`src/pis_pkg.sv`:
```
// ----------------------------------------------------------------------------
// pis_pkg: shared types and constants of the priority insertion sorter
// Entry layout, status codes, cell commands and controller states.
// ----------------------------------------------------------------------------
package pis_pkg;

	localparam int MAX_ENTRIES_DEF = 16;

	typedef struct packed {
		logic [7:0] tag;
		logic [3:0] prio;
		logic       conf;
	} entry_t;

	typedef enum logic [1:0] {
		ST_INSERTED = 2'd0,
		ST_FULL     = 2'd1,
		ST_DRAINED  = 2'd2,
		ST_EMPTY    = 2'd3
	} status_t;

	typedef enum logic [1:0] {
		CMD_HOLD   = 2'd0,
		CMD_INSERT = 2'd1,
		CMD_SHIFT  = 2'd2
	} cell_cmd_t;

	typedef struct packed {
		cell_cmd_t cmd;
		entry_t    new_entry;
	} cell_ctl_t;

	typedef enum logic {
		S_IDLE  = 1'b0,
		S_DRAIN = 1'b1
	} state_t;

endpackage

```
`src/priority_insertion_sorter.sv`:
```
// ----------------------------------------------------------------------------
// priority_insertion_sorter: sorted priority list with insert and drain
// A chain of cells keeps entries ordered by priority (ascending, zeros last,
// stable for equal nonzero priorities); a drain shifts the chain out in order.
// ----------------------------------------------------------------------------
//
//  channel | handshake           | payload
//  --------+---------------------+-----------------------------------------------
//  input   | in_valid, in_ready  | operation, app_tag, indicator_present,
//          |                     | priority_indicator
//  output  | out_valid, out_ready| status, out_tag, out_priority, out_confirm,
//          |                     | selection_required, last
//
//  Insert: all cells compare against the new entry at once and shift right
//  by one behind the insertion point. One insert per cycle while the result register is free.
//  Drain of n entries: the accepting cycle, then one result per cycle while the result
//  register is free, paced by the single shift of the chain into the output register.
//  Reset (arst_n low) empties the list and the output register.
//  Output stalls hold the result register; the input is taken only while it
//  is free or being emptied in the same cycle.
//
module priority_insertion_sorter
	import pis_pkg::*;
#(
	parameter int MAX_ENTRIES = MAX_ENTRIES_DEF
) (
	input  logic       clk,
	input  logic       arst_n,
	input  logic       in_valid,
	output logic       in_ready,
	input  logic       operation,
	input  logic [7:0] app_tag,
	input  logic       indicator_present,
	input  logic [7:0] priority_indicator,
	output logic       out_valid,
	input  logic       out_ready,
	output logic [1:0] status,
	output logic [7:0] out_tag,
	output logic [3:0] out_priority,
	output logic       out_confirm,
	output logic       selection_required,
	output logic       last
);

	localparam int CW = $clog2(MAX_ENTRIES + 1);

	state_t        state_q, state_d;
	logic [CW-1:0] count_q, count_d;
	logic          sel_q, sel_d;

	logic          out_valid_q, out_valid_d;
	status_t       status_q, status_d;
	entry_t        out_entry_q, out_entry_d;
	logic          out_sel_q, out_sel_d;
	logic          out_last_q, out_last_d;

	logic          slot_free, accept, full, sel_now;
	entry_t        new_entry;
	cell_ctl_t     ctl;

	entry_t        cell_entry [MAX_ENTRIES];
	logic          cell_ge    [MAX_ENTRIES];

	// decode the indicator byte; an absent indicator means no priority
	assign new_entry.tag  = app_tag;
	assign new_entry.prio = indicator_present ? priority_indicator[3:0] : 4'd0;
	assign new_entry.conf = indicator_present & priority_indicator[7];

	assign slot_free = !out_valid_q || out_ready;
	assign in_ready  = (state_q == S_IDLE) && slot_free;
	assign accept    = in_valid && in_ready;
	assign full      = (count_q == CW'(MAX_ENTRIES));
	assign sel_now   = (count_q > CW'(1)) || ((count_q == CW'(1)) && cell_entry[0].conf);

	// the chain of cells
	for (genvar i = 0; i < MAX_ENTRIES; i++) begin : g_cell
		logic   occ;
		logic   lge;
		entry_t lent;
		entry_t rent;

		assign occ = (CW'(i) < count_q);
		if (i == 0) begin : g_first
			assign lge  = 1'b0;
			assign lent = new_entry;
		end else begin : g_mid
			assign lge  = cell_ge[i-1];
			assign lent = cell_entry[i-1];
		end
		if (i == MAX_ENTRIES - 1) begin : g_tail
			assign rent = '0;
		end else begin : g_body
			assign rent = cell_entry[i+1];
		end

		pis_cell u_cell (
			.clk         (clk),
			.ctl         (ctl),
			.occupied    (occ),
			.left_ge     (lge),
			.left_entry  (lent),
			.right_entry (rent),
			.entry       (cell_entry[i]),
			.ge          (cell_ge[i])
		);
	end

	always_ff @(posedge clk or negedge arst_n) begin
		if (!arst_n) begin
			state_q     <= S_IDLE;
			count_q     <= '0;
			out_valid_q <= 1'b0;
		end else begin
			state_q     <= state_d;
			count_q     <= count_d;
			out_valid_q <= out_valid_d;
		end
	end

	// result payload and latched selection flag carry no reset
	always_ff @(posedge clk) begin
		sel_q       <= sel_d;
		status_q    <= status_d;
		out_entry_q <= out_entry_d;
		out_sel_q   <= out_sel_d;
		out_last_q  <= out_last_d;
	end

	always_comb begin
		state_d       = state_q;
		count_d       = count_q;
		sel_d         = sel_q;
		out_valid_d   = out_valid_q && !out_ready;
		status_d      = status_q;
		out_entry_d   = out_entry_q;
		out_sel_d     = out_sel_q;
		out_last_d    = out_last_q;
		ctl.cmd       = CMD_HOLD;
		ctl.new_entry = new_entry;

		case (state_q)
			S_IDLE: begin
				if (accept) begin
					if (operation == 1'b0) begin
						// insert: one status result, drop when full
						out_valid_d = 1'b1;
						out_entry_d = '0;
						out_sel_d   = sel_now;
						out_last_d  = 1'b1;
						if (full) begin
							status_d = ST_FULL;
						end else begin
							status_d = ST_INSERTED;
							ctl.cmd  = CMD_INSERT;
							count_d  = count_q + CW'(1);
						end
					end else if (count_q == '0) begin
						out_valid_d = 1'b1;
						status_d    = ST_EMPTY;
						out_entry_d = '0;
						out_sel_d   = sel_now;
						out_last_d  = 1'b1;
					end else begin
						sel_d   = sel_now;
						state_d = S_DRAIN;
					end
				end
			end
			S_DRAIN: begin
				// advance the head of the chain into the result register
				if (slot_free) begin
					out_valid_d = 1'b1;
					status_d    = ST_DRAINED;
					out_entry_d = cell_entry[0];
					out_sel_d   = sel_q;
					out_last_d  = (count_q == CW'(1));
					ctl.cmd     = CMD_SHIFT;
					count_d     = count_q - CW'(1);
					if (count_q == CW'(1)) begin
						state_d = S_IDLE;
					end
				end
			end
			default: begin
				state_d = S_IDLE;
			end
		endcase
	end

	assign out_valid          = out_valid_q;
	assign status             = status_q;
	assign out_tag            = out_entry_q.tag;
	assign out_priority       = out_entry_q.prio;
	assign out_confirm        = out_entry_q.conf;
	assign selection_required = out_sel_q;
	assign last               = out_last_q;

	// list never grows past its capacity
	a_count_bound: assert property (@(posedge clk) disable iff (!arst_n)
		count_q <= CW'(MAX_ENTRIES))
		else $error("entry count beyond capacity");

	// a drain in progress always has an entry left to send
	a_drain_nonempty: assert property (@(posedge clk) disable iff (!arst_n)
		(state_q == S_DRAIN) |-> (count_q != '0))
		else $error("drain with empty list");

	// the final drained transfer empties the list
	a_drain_end: assert property (@(posedge clk) disable iff (!arst_n)
		((state_q == S_DRAIN) && slot_free && (count_q == CW'(1)))
		|=> ((count_q == '0) && out_last_q && (state_q == S_IDLE)))
		else $error("drain did not end cleanly");

	// inserts are refused while a drain is in progress
	a_no_take_in_drain: assert property (@(posedge clk) disable iff (!arst_n)
		(state_q == S_DRAIN) |-> !in_ready)
		else $error("input taken during drain");

endmodule

```
`src/pis_cell.sv`:
```
// ----------------------------------------------------------------------------
// pis_cell: one slot of the sorting chain
// Holds one entry; on insert it keeps, takes the new entry or takes its left
// neighbour; on drain it takes its right neighbour.
// ----------------------------------------------------------------------------
module pis_cell
	import pis_pkg::*;
(
	input  logic      clk,
	input  cell_ctl_t ctl,
	input  logic      occupied,
	input  logic      left_ge,
	input  entry_t    left_entry,
	input  entry_t    right_entry,
	output entry_t    entry,
	output logic      ge
);

	entry_t entry_q;
	logic   stop;

	// new entry belongs at or before this slot
	assign stop = (entry_q.prio == 4'd0) ||
	              ((ctl.new_entry.prio != 4'd0) && (ctl.new_entry.prio < entry_q.prio));
	assign ge    = !occupied || stop;
	assign entry = entry_q;

	always_ff @(posedge clk) begin
		case (ctl.cmd)
			CMD_INSERT: begin
				if (left_ge) begin
					entry_q <= left_entry;
				end else if (ge) begin
					entry_q <= ctl.new_entry;
				end
			end
			CMD_SHIFT: begin
				entry_q <= right_entry;
			end
			default: begin
				entry_q <= entry_q;
			end
		endcase
	end

endmodule
```
`config.mk`:
```
export PLATFORM = sky130hd
export DESIGN_NAME = priority_insertion_sorter
export DESIGN_NICKNAME = d
export VERILOG_FILES = /design/src/pis_pkg.sv /design/src/priority_insertion_sorter.sv /design/src/pis_cell.sv
export SDC_FILE = /design/constraint.sdc
export NUM_CORES = 1
export LEC_CHECK = 0
export BUFFER_PORTS_ARGS = -buffer_cell sky130_fd_sc_hd__buf_4
export CORE_MARGIN = 5
export CORE_UTILIZATION = 35
export DETAILED_ROUTE_END_ITERATION = 8
export GPL_TIMING_DRIVEN = 0
export HOLD_SLACK_MARGIN = 0.15
export RECOVER_POWER = 100
export SYNTH_ARGS = -nofsm -noshare
export SYNTH_HDL_FRONTEND = slang
export SYNTH_SLANG_ARGS = --single-unit
```
`constraint.sdc`:
```
create_clock -name clk -period 8.75 [get_ports clk]
set_input_delay 0.875 -clock clk [delete_from_list [all_inputs] [get_ports clk]]
set_output_delay 0.875 -clock clk [all_outputs]
set_load 0.02 [all_outputs]
```
### Word-level counts from Yosys, hierarchy flattened

Cells that the tools add are included.

| word-level totals | value |
|---|---|
| bits of input ports | 22 |
| word-level logic and storage cells | 321 |
| bits in registers | 233 |
| output and inout bits | 19 |

| operators by class | value |
|---|---|
| equality and inequality tests | 25 |
| $lt $le $gt $ge | 33 |
| multiplexer cells | 90 |
| add/sub/neg operators | 2 |
| reductions and logical operators | 110 |
| bitwise logic cells | 3 |

Operator list:

| kind | number |
|---|---|
| 2-to-1 mux 13 bit | 35 |
| case mux 13 bit (2 select lines) | 17 |
| logical NOT 4 bit | 16 |
| less-than comparator 4 bit | 16 |
| less-than comparator 4 x 5 -> 1 bit (first input constant) | 8 |
| inequality test 3 x 1 -> 1 bit (second input constant) | 13 |
| logical OR 1 bit | 34 |
| AND reduction 2 bit | 16 |
| 2-to-1 mux 1 bit | 21 |
| logical AND 1 bit | 20 |
| less-than comparator 3 x 5 -> 1 bit (first input constant) | 4 |
| 2-to-1 mux 5 bit | 4 |
| logical NOT 1 bit | 18 |
| less-than comparator 1 x 5 -> 1 bit (first input constant) | 2 |
| less-than comparator 2 x 5 -> 1 bit (first input constant) | 2 |
| 2-to-1 mux 2 bit | 5 |
| case mux 5 bit (2 select lines) | 1 |
| inequality test 3 x 2 -> 1 bit (second input constant) | 3 |
| case mux 1 bit (2 select lines) | 4 |
| case mux 2 bit (2 select lines) | 2 |
| AND reduction 4 bit | 2 |
| inequality test 2 bit (second input constant) | 3 |
| adder 5 x 1 -> 5 bit (second input constant) | 1 |
| == test 5 x 1 -> 1 bit (second input constant) | 1 |
| 13 further kinds | 15 |

### Depth between registers and ports, before layout

| depth | value |
|---|---|
| depth after elaboration | 9 |
| depth in mapped cells | 10 |
| mapped depth without buffers | 7 |

### Hierarchy

Synthesis repeated with hierarchy kept, for this count alone.

| unflattened totals | value |
|---|---|
| cells, all modules | 1325 |
| area, all modules | 14500.2 µm² |

Modules (own cells, without submodules):

| module | cells an instance | times used | area each (µm²) | seq. area each (µm²) |
|---|---|---|---|---|
| pis_cell | 75 | 16 | 820.8 | 390.4 |
| priority_insertion_sorter | 125 | 1 | 1367.6 | 715.7 |

### Worst setup path after synthesis

OpenSTA, ideal clock, no wires.

| timing path | value |
|---|---|
| kind | input -> register |
| start | in indicator_present |
| end | reg g_cell[5].u_cell.entry_q (netlist bit g_cell[5].u_cell.entry[0]), enable pin |
| setup time | 0.391 ns |
| arrival | 3.820 ns |
| stages | 10 |
| path buffers | 3 |
| data required time | 8.359 ns |
| path slack | 4.539 ns |
| path through | buf_4 clkbuf_1 and2_1 ha_1 a21oi_1 nor3b_1 or4_4 and2_4 buf_6 a31oi_1 |

| between the ends | value |
|---|---|
| longest elaborated chain between the ends | 7 |
| elaborated cells on any way between the ends | 12 |
| classes of those cells | 2 x order compare; 1 x eq/ne; 1 x mux; 8 x reduce/logical |

RTL lines:

| element | RTL line | text |
|---|---|---|
| start: declaration | priority_insertion_sorter.sv:33 | `input logic indicator_present,` |
| 2-to-1 mux 4 bit * | priority_insertion_sorter.sv:66 | `assign new_entry.prio = indicator_present ? priority_indicator[3:0] : 4'd0;` |
| less-than comparator 4 bit / nonzero test 4 bit (equally long branches) | pis_cell.sv:24 | `((ctl.new_entry.prio != 4'd0) && (ctl.new_entry.prio < entry_q.prio));` |
| logical AND 1 bit | pis_cell.sv:24 |  |
| logical OR 1 bit | pis_cell.sv:23 | `assign stop = (entry_q.prio == 4'd0) \|\|` |
| logical OR 1 bit | pis_cell.sv:25 | `assign ge = !occupied \|\| stop;` |
| inequality test 3 x 1 -> 1 bit (no line) * | -- |  |
| AND reduction 2 bit (no line) * | -- |  |
| end signal: assignment | pis_cell.sv:32 | `entry_q <= left_entry;` |
| end signal: assignment | pis_cell.sv:34 | `entry_q <= ctl.new_entry;` |
| end signal: assignment | pis_cell.sv:38 | `entry_q <= right_entry;` |
| end: declaration | pis_cell.sv:19 | `entry_t entry_q;` |

Mark *: on every way between the ends. The rest lies on a longest branch, timed or not.
A chain may end at the register's enable or synchronous reset.

### Worst setup path in the final report

| timing path | value |
|---|---|
| start | in indicator_present |
| end | reg g_cell[5].u_cell.entry_q (netlist bit g_cell[5].u_cell.entry[6]), enable pin |

Same word-level chain as after synthesis.

==> run_results.csv <==
group,metric,value,unit
status,status,"finished with violations",
status,violations,"capacitance limit, slew limit",
synthesis,async_flop_share,3.00,%
synthesis,synthDistinctLibCells,70,
clock_tree,cts_root_buffer,"clkbuf_16",
min_path,hold_class,"register to register",
job,cap_viol_max_count,13,
drt,wl,50.5,mm
floorplanning,dieArea,42700,um2
clock_tree,post_cts_buffers,0,
drt,vias,11800,
grt,grt_pass1_wl,73.2,mm
setup_path,cp_slowest_stage_delay,1.45,ns
pwr,peakVddDrop,0.000187,V
placement,detailed_place.area,14500,um2
drt,viasPerCell,6.22,
layout,fin_area,15100,um2
layout,drive_above_1_share,6.18,%
sta,tightestPinTransition,1.78,ns
clock_tree,clk_pin_slew,0.06,ns
synthesis,yosysWarningCount,0,
sta,rsz0062_at_grt,"no",
setup_path,reg2reg_from,"count_q[1]",
setup_path,critPathSlowestCell,"a31oi_1",
clock_tree,cts_tree,"yes",
min_path,worstHoldEndpoint,"g_cell[14].u_cell.entry[0]",
pwr,p_leak,5.59,nW
grt,grt_antenna_before_repair,1,
grt,gr-total-overflow,0,
setup_path,crit_fanout,16,
min_path,hp-start,"g_cell[15].u_cell.entry[0]",
drt,drtAntennaViolNets,0,
synthesis,synth_flop_cell,"edfxtp_1",
floorplanning,ios,41,
synthesis,synth.largest_area_cell,"edfxtp_1",
drt,wl_per_cell,26.7,um
setup_path,crit_chain,"clkbuf_1 > clkbuf_1 > and2_0 > ha_1 > a21oi_1 > nor3b_1 > or4_1 > and2_0 > clkbuf_1 > a31oi_1",
grt,grt_max_degree,18,
sta,max_freq,160,MHz
setup_path,worst_path_most_repeated_cell,"clkbuf_1",
setup_path,crit_type,"input pin to register",
synthesis,synth-edff-count,226,
min_path,holdPathStages,2,
synthesis,synthTopCellsByCount,"edfxtp_1, nand2_1, a221o_1, nor2_1, a21oi_1",
placement,dp.cells,1842,
clock_tree,clkLatencyLatePin,0.57,ns
sta,skew,0.0149,ns
layout,multi_input_area,5750,um2
layout,n_fill_cell,3895,
layout,diodes,0,
floorplanning,chipWidth,207,um
sta,relSlewSlack,-19.1,%
placement,gp_congestion,0.965,
placement,dp_hpwl,36.3,mm
setup_path,worstPathRequired,8.89,ns
setup_path,ff2ff_setup_slack,4.29,ns
sta,period_minus_slack,6.24,ns
clock_tree,cts_buffers,27,
pwr,power_density,460,nW/um2
setup_path,r2r_cells,7,
setup_path,end_kind,"register",
synthesis,syn_nets,1346,
floorplanning,initial_core_util,35.2,%
synthesis,synth_area_per_cell,10.5,um2
setup_path,crit_arrival,6.39,ns
clock_tree,cts_buffer_depth,3,
clock_tree,cts-htree-levels,1,
floorplanning,die_h,207,um
synthesis,yosys.area.top_type_share,50.2,%
setup_path,rr_endpoint,"g_cell[2].u_cell.entry[8]",
setup_path,critPathLaunchType,"input pin",
grt,grt_pass1_vias,11400,
sta,slew_violations,181,
layout,num-nets-final,1413,
grt,grtUsageTotal,23.0,%
drt,dr.pass1.iters,6,
sta,finalHoldViolations,0,
synthesis,yosys-top-cells-area,"edfxtp_1, a221o_1, nand2_1",
drt,drtIter0Drc,1392,
drt,drc,0,
sta,setup_viol,0,
layout,seq_area,6960,um2
clock_tree,cts_sinks,233,
synthesis,syn_inst,1288,
sta,timing.final.crit_share,71.3,%
floorplanning,core.rowCount,72,
synthesis,syn_area,13500,um2
layout,stdcell_count,1894,
placement,port_buffers,36,
synthesis,seq_area_frac_synth,51.5,%
layout,area_growth,11.8,%
synthesis,yosysMostFrequentCell,"edfxtp_1",
sta,setup_tns,0,ns
floorplanning,fp.coreArea,38500,um2
synthesis,ys_ff_latch,233,
[layout make-up]
type	count	share of cell area (%)
multi-input combinational	875	38.0
tap	518	4.28
clock inverter	19	1.21
buffer	107	2.74
timing repair buffer	38	1.38
sequential	233	46.0
clock buffer	31	4.57
inverter	73	1.81
[cell usage in the layout (no fill, tap or decap), types with 20 or more instances in the layout]
cell type and count:
nand2_1 194, ha_1 36, a21oi_1 89, clkbuf_16 27, nand3_1 25, o221ai_1 31
inv_1 73, nor2_1 91, and2_0 20, a221o_1 118, clkbuf_1 125, edfxtp_1 226
[logic make-up after synthesis]
logic type / count (synthesis) / share of synthesized area (%)
AO/OA/AOI/OAI: 386 / 23.3
XOR/XNOR: 5 / 0.324
adder cells (fa/ha/maj): 39 / 3.55
buffers and inverters: 180 / 5.61
flip-flops: 233 / 51.5
multiplexers: 14 / 1.05
AND/OR/NAND/NOR: 431 / 14.7
[registers in the layout, indices dropped and copies added (netlist names)]
register             cells
g_cell.u_cell.entry    208
out_tag                  8
count_q                  5
out_priority             4
status                   2
last                     1
out_confirm              1
out_valid                1
sel_q                    1
selection_required       1
state_q                  1
[per-stage QoR]
step	hold WS (ns)	total power [mW]	utilization [%]	worst slack [ns]
CTS	0.558	7.01	39.9	3.86
finish	0.555	6.96	39.3	2.51
floorplan	0.504	4.65	-	4.54
global placement	0.540	5.79	37.5	3.16
detailed placement	0.538	5.85	37.6	3.30
global route	0.562	7.29	39.3	2.35
[what timing repair did]
| item | CTS | global route |
|---|---|---|
| hold endpoints to repair | 7 | 0 |
| hold buffers | 1 | 0 |
| resized for setup | 0 | 0 |
[worst max path at each step]
stage,startpoint,endpoint,slack (ns),depth (start not counted)
2_1_floorplan,indicator_present,g_cell[5].u_cell.entry[0],4.54,10
5_1_grt,indicator_present,g_cell[5].u_cell.entry[8],2.35,10
3_3_place_gp,indicator_present,g_cell[5].u_cell.entry[8],3.16,10
4_1_cts,indicator_present,g_cell[11].u_cell.entry[2],3.86,10
3_5_place_dp,indicator_present,g_cell[4].u_cell.entry[9],3.30,10
6_report,indicator_present,g_cell[5].u_cell.entry[6],2.51,10
[critical path: cells and delay by family]
kind,cells,cell delay (ns)
AOI/OAI and AO/OA,2,1.61
adders and majority gates,1,0.47
buffers and inverters,3,1.21
and+or+nand+nor,4,2.21
[layer usage]
metal  GRT usage [%]  wire, um  vias up
li1                -         -     5072
met3            4.48      4800      133
met1            31.6     20900     5872
met5               0         0        -
met4            7.49      1750        0
met2            36.9     23100      707
[where the power goes]
part           leakage, nW  internal [mW]  switching [mW]
clock                0.410          0.656           0.491
combinational         2.87           1.10            2.04
sequential            2.31           2.15           0.524
total                 5.59           3.91            3.06
Power figures use the tool's default switching activity.
